==> src/rtl/flc8_pkg.sv <==
// shared types, constants and the crc-8 step function of the framed link checker
`default_nettype none

package flc8_pkg;

  localparam int TLM_PAYLOAD_BYTES_DEF = 12;
  localparam int ARINC_PAYLOAD_BYTES   = 4;

  localparam int BYTE_W     = 8;
  localparam int CNT_W      = 32;
  localparam int CFG_IDX_W  = 2;
  localparam int QUEUE_DEPTH = 4;

  localparam logic [7:0] CRC_POLY = 8'h8C;
  localparam logic [7:0] CRC_INIT = 8'h00;

  localparam logic [7:0] TLM_START_RST   = 8'h55;
  localparam logic [7:0] ARINC_START_RST = 8'hA5;
  localparam logic [7:0] LABEL_RST       = 8'h12;

  // configuration register indexes
  localparam logic [CFG_IDX_W-1:0] CFG_TLM_START   = 2'd0;
  localparam logic [CFG_IDX_W-1:0] CFG_ARINC_START = 2'd1;
  localparam logic [CFG_IDX_W-1:0] CFG_LABEL       = 2'd2;

  typedef enum logic {
    KIND_TLM   = 1'b0,
    KIND_ARINC = 1'b1
  } kind_t;

  typedef enum logic [1:0] {
    VERDICT_OK     = 2'd0,
    VERDICT_CRC    = 2'd1,
    VERDICT_LABEL  = 2'd2,
    VERDICT_PARITY = 2'd3
  } verdict_t;

  // one finished frame, handed from the parser to the counter stage
  typedef struct packed {
    kind_t    kind;
    verdict_t verdict;
  } frame_rec_t;

  typedef struct packed {
    logic empty;
    logic full;
  } q_stat_t;

  // reflected crc-8, one byte, lsb first
  function automatic logic [7:0] crc8_update(input logic [7:0] crc, input logic [7:0] data);
    logic [7:0] c;
    logic [7:0] b;
    logic       fb;
    c = crc;
    b = data;
    for (int k = 0; k < 8; k++) begin
      fb = c[0] ^ b[0];
      c  = c >> 1;
      if (fb) begin
        c = c ^ CRC_POLY;
      end
      b = b >> 1;
    end
    return c;
  endfunction

endpackage

`default_nettype wire

==> src/rtl/flc8_front.sv <==
// frame parser: start byte hunt, crc and word gathering, verdict per frame
`default_nettype none

module flc8_front import flc8_pkg::*; #(
  parameter int TELEMETRY_PAYLOAD_BYTES = TLM_PAYLOAD_BYTES_DEF
) (
  input  wire logic                 clk,
  input  wire logic                 rst_n,
  input  wire logic                 cfg_we,
  input  wire logic [CFG_IDX_W-1:0] cfg_index,
  input  wire logic [BYTE_W-1:0]    cfg_wdata,
  input  wire logic                 byte_valid,
  input  wire logic [BYTE_W-1:0]    rx_byte,
  output logic                      byte_ready,
  input  wire q_stat_t              q_stat,
  output logic                      push,
  output frame_rec_t                rec
);

  localparam int TlmLeftW = $clog2(TELEMETRY_PAYLOAD_BYTES + 2);
  localparam int ArcLeftW = $clog2(ARINC_PAYLOAD_BYTES + 2);
  localparam int LeftW    = (TlmLeftW > ArcLeftW) ? TlmLeftW : ArcLeftW;
  localparam logic [LeftW-1:0] TlmLeftInit = LeftW'(TELEMETRY_PAYLOAD_BYTES + 1);
  localparam logic [LeftW-1:0] ArcLeftInit = LeftW'(ARINC_PAYLOAD_BYTES + 1);
  localparam logic [LeftW-1:0] LeftOne     = LeftW'(1);

  typedef enum logic [1:0] {
    ST_IDLE,
    ST_TLM,
    ST_ARINC
  } mode_t;

  mode_t            mode_r, mode_nxt;
  logic [LeftW-1:0] left_r, left_nxt;
  logic [7:0]       crc_r, crc_nxt;
  logic [31:0]      word_r, word_nxt;
  logic [7:0]       tlm_start_r, arinc_start_r, label_r;
  logic             take;

  assign byte_ready = !q_stat.full;
  assign take       = byte_valid && byte_ready;

  always_comb begin
    mode_nxt    = mode_r;
    left_nxt    = left_r;
    crc_nxt     = crc_r;
    word_nxt    = word_r;
    push        = 1'b0;
    rec.kind    = KIND_TLM;
    rec.verdict = VERDICT_OK;
    if (mode_r == ST_ARINC) begin
      rec.kind = KIND_ARINC;
      if (crc_r != rx_byte) begin
        rec.verdict = VERDICT_CRC;
      end else if (word_r[7:0] != label_r) begin
        rec.verdict = VERDICT_LABEL;
      end else if (!(^word_r)) begin
        rec.verdict = VERDICT_PARITY;
      end
    end else if (crc_r != rx_byte) begin
      rec.verdict = VERDICT_CRC;
    end
    if (take) begin
      case (mode_r)
        ST_TLM, ST_ARINC: begin
          if (left_r > LeftOne) begin
            crc_nxt  = crc8_update(crc_r, rx_byte);
            word_nxt = {rx_byte, word_r[31:8]};
            left_nxt = left_r - LeftOne;
          end else begin
            // crc byte closes the frame
            push     = 1'b1;
            mode_nxt = ST_IDLE;
            left_nxt = '0;
            crc_nxt  = CRC_INIT;
          end
        end
        default: begin
          crc_nxt  = CRC_INIT;
          word_nxt = '0;
          if (rx_byte == tlm_start_r) begin
            mode_nxt = ST_TLM;
            left_nxt = TlmLeftInit;
          end else if (rx_byte == arinc_start_r) begin
            mode_nxt = ST_ARINC;
            left_nxt = ArcLeftInit;
          end else begin
            mode_nxt = ST_IDLE;
          end
        end
      endcase
    end
  end

  always_ff @(posedge clk) begin
    if (!rst_n) begin
      mode_r        <= ST_IDLE;
      left_r        <= '0;
      crc_r         <= CRC_INIT;
      word_r        <= '0;
      tlm_start_r   <= TLM_START_RST;
      arinc_start_r <= ARINC_START_RST;
      label_r       <= LABEL_RST;
    end else begin
      mode_r <= mode_nxt;
      left_r <= left_nxt;
      crc_r  <= crc_nxt;
      word_r <= word_nxt;
      if (cfg_we) begin
        case (cfg_index)
          CFG_TLM_START:   tlm_start_r   <= cfg_wdata;
          CFG_ARINC_START: arinc_start_r <= cfg_wdata;
          CFG_LABEL:       label_r       <= cfg_wdata;
          default: ;
        endcase
      end
    end
  end

endmodule

`default_nettype wire

==> config.mk <==
export PLATFORM = sky130hd
export DESIGN_NAME = flc8_front
export DESIGN_NICKNAME = d
export VERILOG_FILES = /design/src/rtl/flc8_pkg.sv /design/src/rtl/flc8_front.sv
export SDC_FILE = /design/constraint.sdc
export NUM_CORES = 1
export LEC_CHECK = 0
export BUFFER_PORTS_ARGS = -buffer_cell sky130_fd_sc_hd__buf_2
export CAP_MARGIN = 20
export CORE_UTILIZATION = 25
export DETAILED_ROUTE_END_ITERATION = 7
export RECOVER_POWER = 50
export SYNTH_ARGS = -nofsm -noshare
export SYNTH_HDL_FRONTEND = slang
export SYNTH_SLANG_ARGS = --single-unit
==> constraint.sdc <==
create_clock -name clk -period 3.65 [get_ports clk]
set_input_delay 0.73 -clock clk [delete_from_list [all_inputs] [get_ports clk]]
set_output_delay 0.73 -clock clk [all_outputs]
set_load 0.02 [all_outputs]
==> results.md <==
* Clock latency on the worst-skew pair at 0.33 ns
* Finished Cell Area at 4100 um2
* Nets at approximately 420
* Slew @ Worst Pin at roughly 1.5 ns
* Final setup viols at 0
* Slew Limit Fails at 0
* Worst Hold Depth at 2
* Post-DP HPWL at approximately 5.4 mm
* XOR/XNOR share of the synthesized area at around a fifth
* Placed insts at 556
* Share of cells above drive strength 1 at 12.37%
* Final hold vios at 0
* Crit path max fanout at 4
* Post-synth top area cell: dfxtp_1
* Fin cells at 572
* WL/cell at 13.54 um
* Syn_nets at 396
* Total congestion overflow at 0
* Worst R2R Start: left_r[0]
* Max Clk Rate at 334.0 MHz
* Status: completed
* GRT Util Overall at 11.54%
* Reg2reg setup slack at ~1.7 ns
* Min-delay src: mode_r[1]
* Startpoint Class: primary input
* Synth Area in Compound Gates at 12.56%
* CP Class: in -> out
* Syn Area/Cell at 9.369 um2
* Initial antenna violation count at 0
* Part of the cycle the worst path needs at 82.03%
* Die Span Y at 119.6 um
* Largest net degree at the start of global routing at 44
* IO Port Bufs at 27
* HP Class: reg -> reg
* CTS tree: built
* Post-synthesis adder-cell area fraction at approximately 1.1%
* Placer Congestion at 0.7662
* First DRT Iteration DRCs at approximately 130
* Hold slack at 0.4561 ns
* Worst Setup End Kind: output port
* Number of CTS-inserted buffers at 9
* First-pass GRT wire length at 12.83 mm
* Post-Synth Simple-Gate Area at 17.88%
* #FFs+latches synth at 70
* Critical Path RT at 2.92 ns
* Post-CTS sizing at 0
* CTS sink cnt at 70
* Post-placement cell area at about 3800 um2
* Reg2reg path depth at 8
* Vias at 2542
* Worst-path clk slew at 0.06 ns
* Fillers at around 1400
* Final wirelength at 7.746 mm
* RSZ-0062 raised after global routing: false
* DRC at 0
* Root buffer cell: clkbuf_16
* Top-area cell type share of the netlist area at 40.54%
* Sequential area share after synthesis at 40.54%
* Die width at 119.6 um
* Setup TNS Final at 0 ns
* Synth Cell Area at 3457 um2
* Leak at 0.001396 uW
* Initial core utilization at between 20% and 30%
* Synth top area cells: dfxtp_1 41%, xnor2_1 16%, nor2b_1 9.2%
* Slew Limit Headroom at less than 1%
* Core outline area at 13350 um2
* Post-synth cell types at 36
* Power Dens Cells at roughly 470 nW/um2
* Crit Reg-Reg Endpoint: word_r[22]
* Setup Buffers After CTS at 0
* Longest Clk Path Bufs at 2
* Post-CTS Hold Buffers at 0
* Main combinational cell family by area after synthesis: XOR/XNOR gates
* Max-cap check violation count at 0
* Via density at 4.444
* Tmin final at 2.994 ns
* P&R area growth vs syn at 18.60%
* Post-synthesis mux area share at 4.633%
* Yosys warnings at 0
* Data arrival, critical path at between 2 and 2.5 ns
* Core Util, Final at 30.72%
* Peak supply drop at 326.3 uV
* Clock Skew at a little under 0.006 ns
* Antenna diodes at 0
* # rows at 42
* Vias in the first global route at 2520
* I/O pin count at 29
* Htree depth at 3
* Synthesized instance count at 369
* Pre-antenna DRT Iters at 4
* Die area at between 10000 and 15000 um2
* ANT nets after route at 0
* Hold path endpoint: mode_r[1]
[area by class of cell]
cell class | count | area, um2 | share of cell area, %
Multi-Input combinational cell | 270 | 1936 | 47.21
Sequential cell | 70 | 1401 | 34.18
Clock buffer | 11 | 242.7 | 5.920
Tap cell | 176 | 220.2 | 5.371
Timing Repair Buffer | 32 | 163.9 | 3.998
Clock inverter | 5 | 106.4 | 2.594
Inverter | 8 | 30.03 | 0.7324
[cells by family after synthesis]
family	Yosys count
xor gates and xnor gates	75
muxes	16
buffers and inverters	29
adders and majority gates	3
and+or+nand+nor	115
DFF	70
AOI/OAI and AO/OA	61
[power by group]
group | total (uW) | switching [uW] | internal, uW
Combinational | 137 | 75.1 | 61.5
Clock | 1010 | 321 | 687
Sequential | 782 | 7.16 | 774
Total | 1930 | 404 | 1520
[worst max-delay path: stages]
cell,delay [ns]
buf_2,0.14
xnor2_1,0.31
nand4_1,0.14
nor4_1,0.39
buf_4,0.19
nand2_1,0.05
a21oi_1,0.12
buf_2,0.18
[layer usage]
metal,up-vias,part of all wire [%],GRT usage [%]
li1,1292,-,-
met1,1193,50,15.23
met2,48,44,17.99
met3,9,4.1,3.042
met4,0,1.5,4.219
met5,-,0,0
[worst max-delay path by stage]
stage,start,end,slack (ns)
detailed placement,rx_byte[2],rec[1],0.65
global placement,rx_byte[2],rec[1],0.70
global route,rx_byte[2],rec[1],0.54
CTS,rx_byte[2],rec[1],0.64
floorplan,rx_byte[2],rec[1],1.06
finish,rx_byte[2],rec[1],0.66
[synthesized netlist by cell type]
cell and count:
xnor2_1 62, clkbuf_1 17, a21boi_0 4, a32o_1 1, o21ai_0 1, nand2b_1 1, dfxtp_1 70, nand2_1 31
o31ai_1 1, xor2_2 2, o21ai_1 8, nand4_1 7, nand4b_1 1, nor2_1 7, and2_1 1, inv_1 7
nor2b_1 51, xor2_1 8, nor4_1 1, inv_2 1, nor3_1 4, buf_2 2, a21oi_1 2, nand3b_1 1
or2_2 1, nand3_1 7, and3b_1 1, a22oi_1 39, xnor2_2 3, mux2i_1 16, buf_1 2, a21boi_1 3
ha_1 3, o21bai_1 1, a32oi_1 1, nor3b_1 1
[cells in the final DEF (no fill, tap or decap), types with 2 or more instances in the layout]
cell       count
nand3_1        7
xor2_1        10
clkbuf_16      9
buf_2         23
dfxtp_1       70
nand4_1        7
a22oi_1       39
bufinv_16      3
a21boi_0       4
a21oi_1        2
ha_1           3
a21boi_1       3
inv_1          7
nor3_1         4
xnor2_2        3
nor2_1         6
o21ai_0        3
buf_4          4
o21ai_1        5
nand2_1       31
nor2b_1       51
mux2i_1       16
clkbuf_1       6
xnor2_1       62
[state kept, by name, summed over array words and instances, names as in the netlist]
| signal | flops |
|---|---|
| word_r | 32 |
| arinc_start_r | 8 |
| crc_r | 8 |
| label_r | 8 |
| tlm_start_r | 8 |
| left_r | 4 |
| mode_r | 2 |
[metrics by stage]
step,total power (uW),worst slack (ns)
finish,1927,0.6559
global route,1996,0.5353
CTS,1946,0.6361
detailed placement,936.8,0.6461
global placement,935.0,0.6992
floorplan,893.4,1.055
No activity file was read; power rests on OpenSTA's default activity.
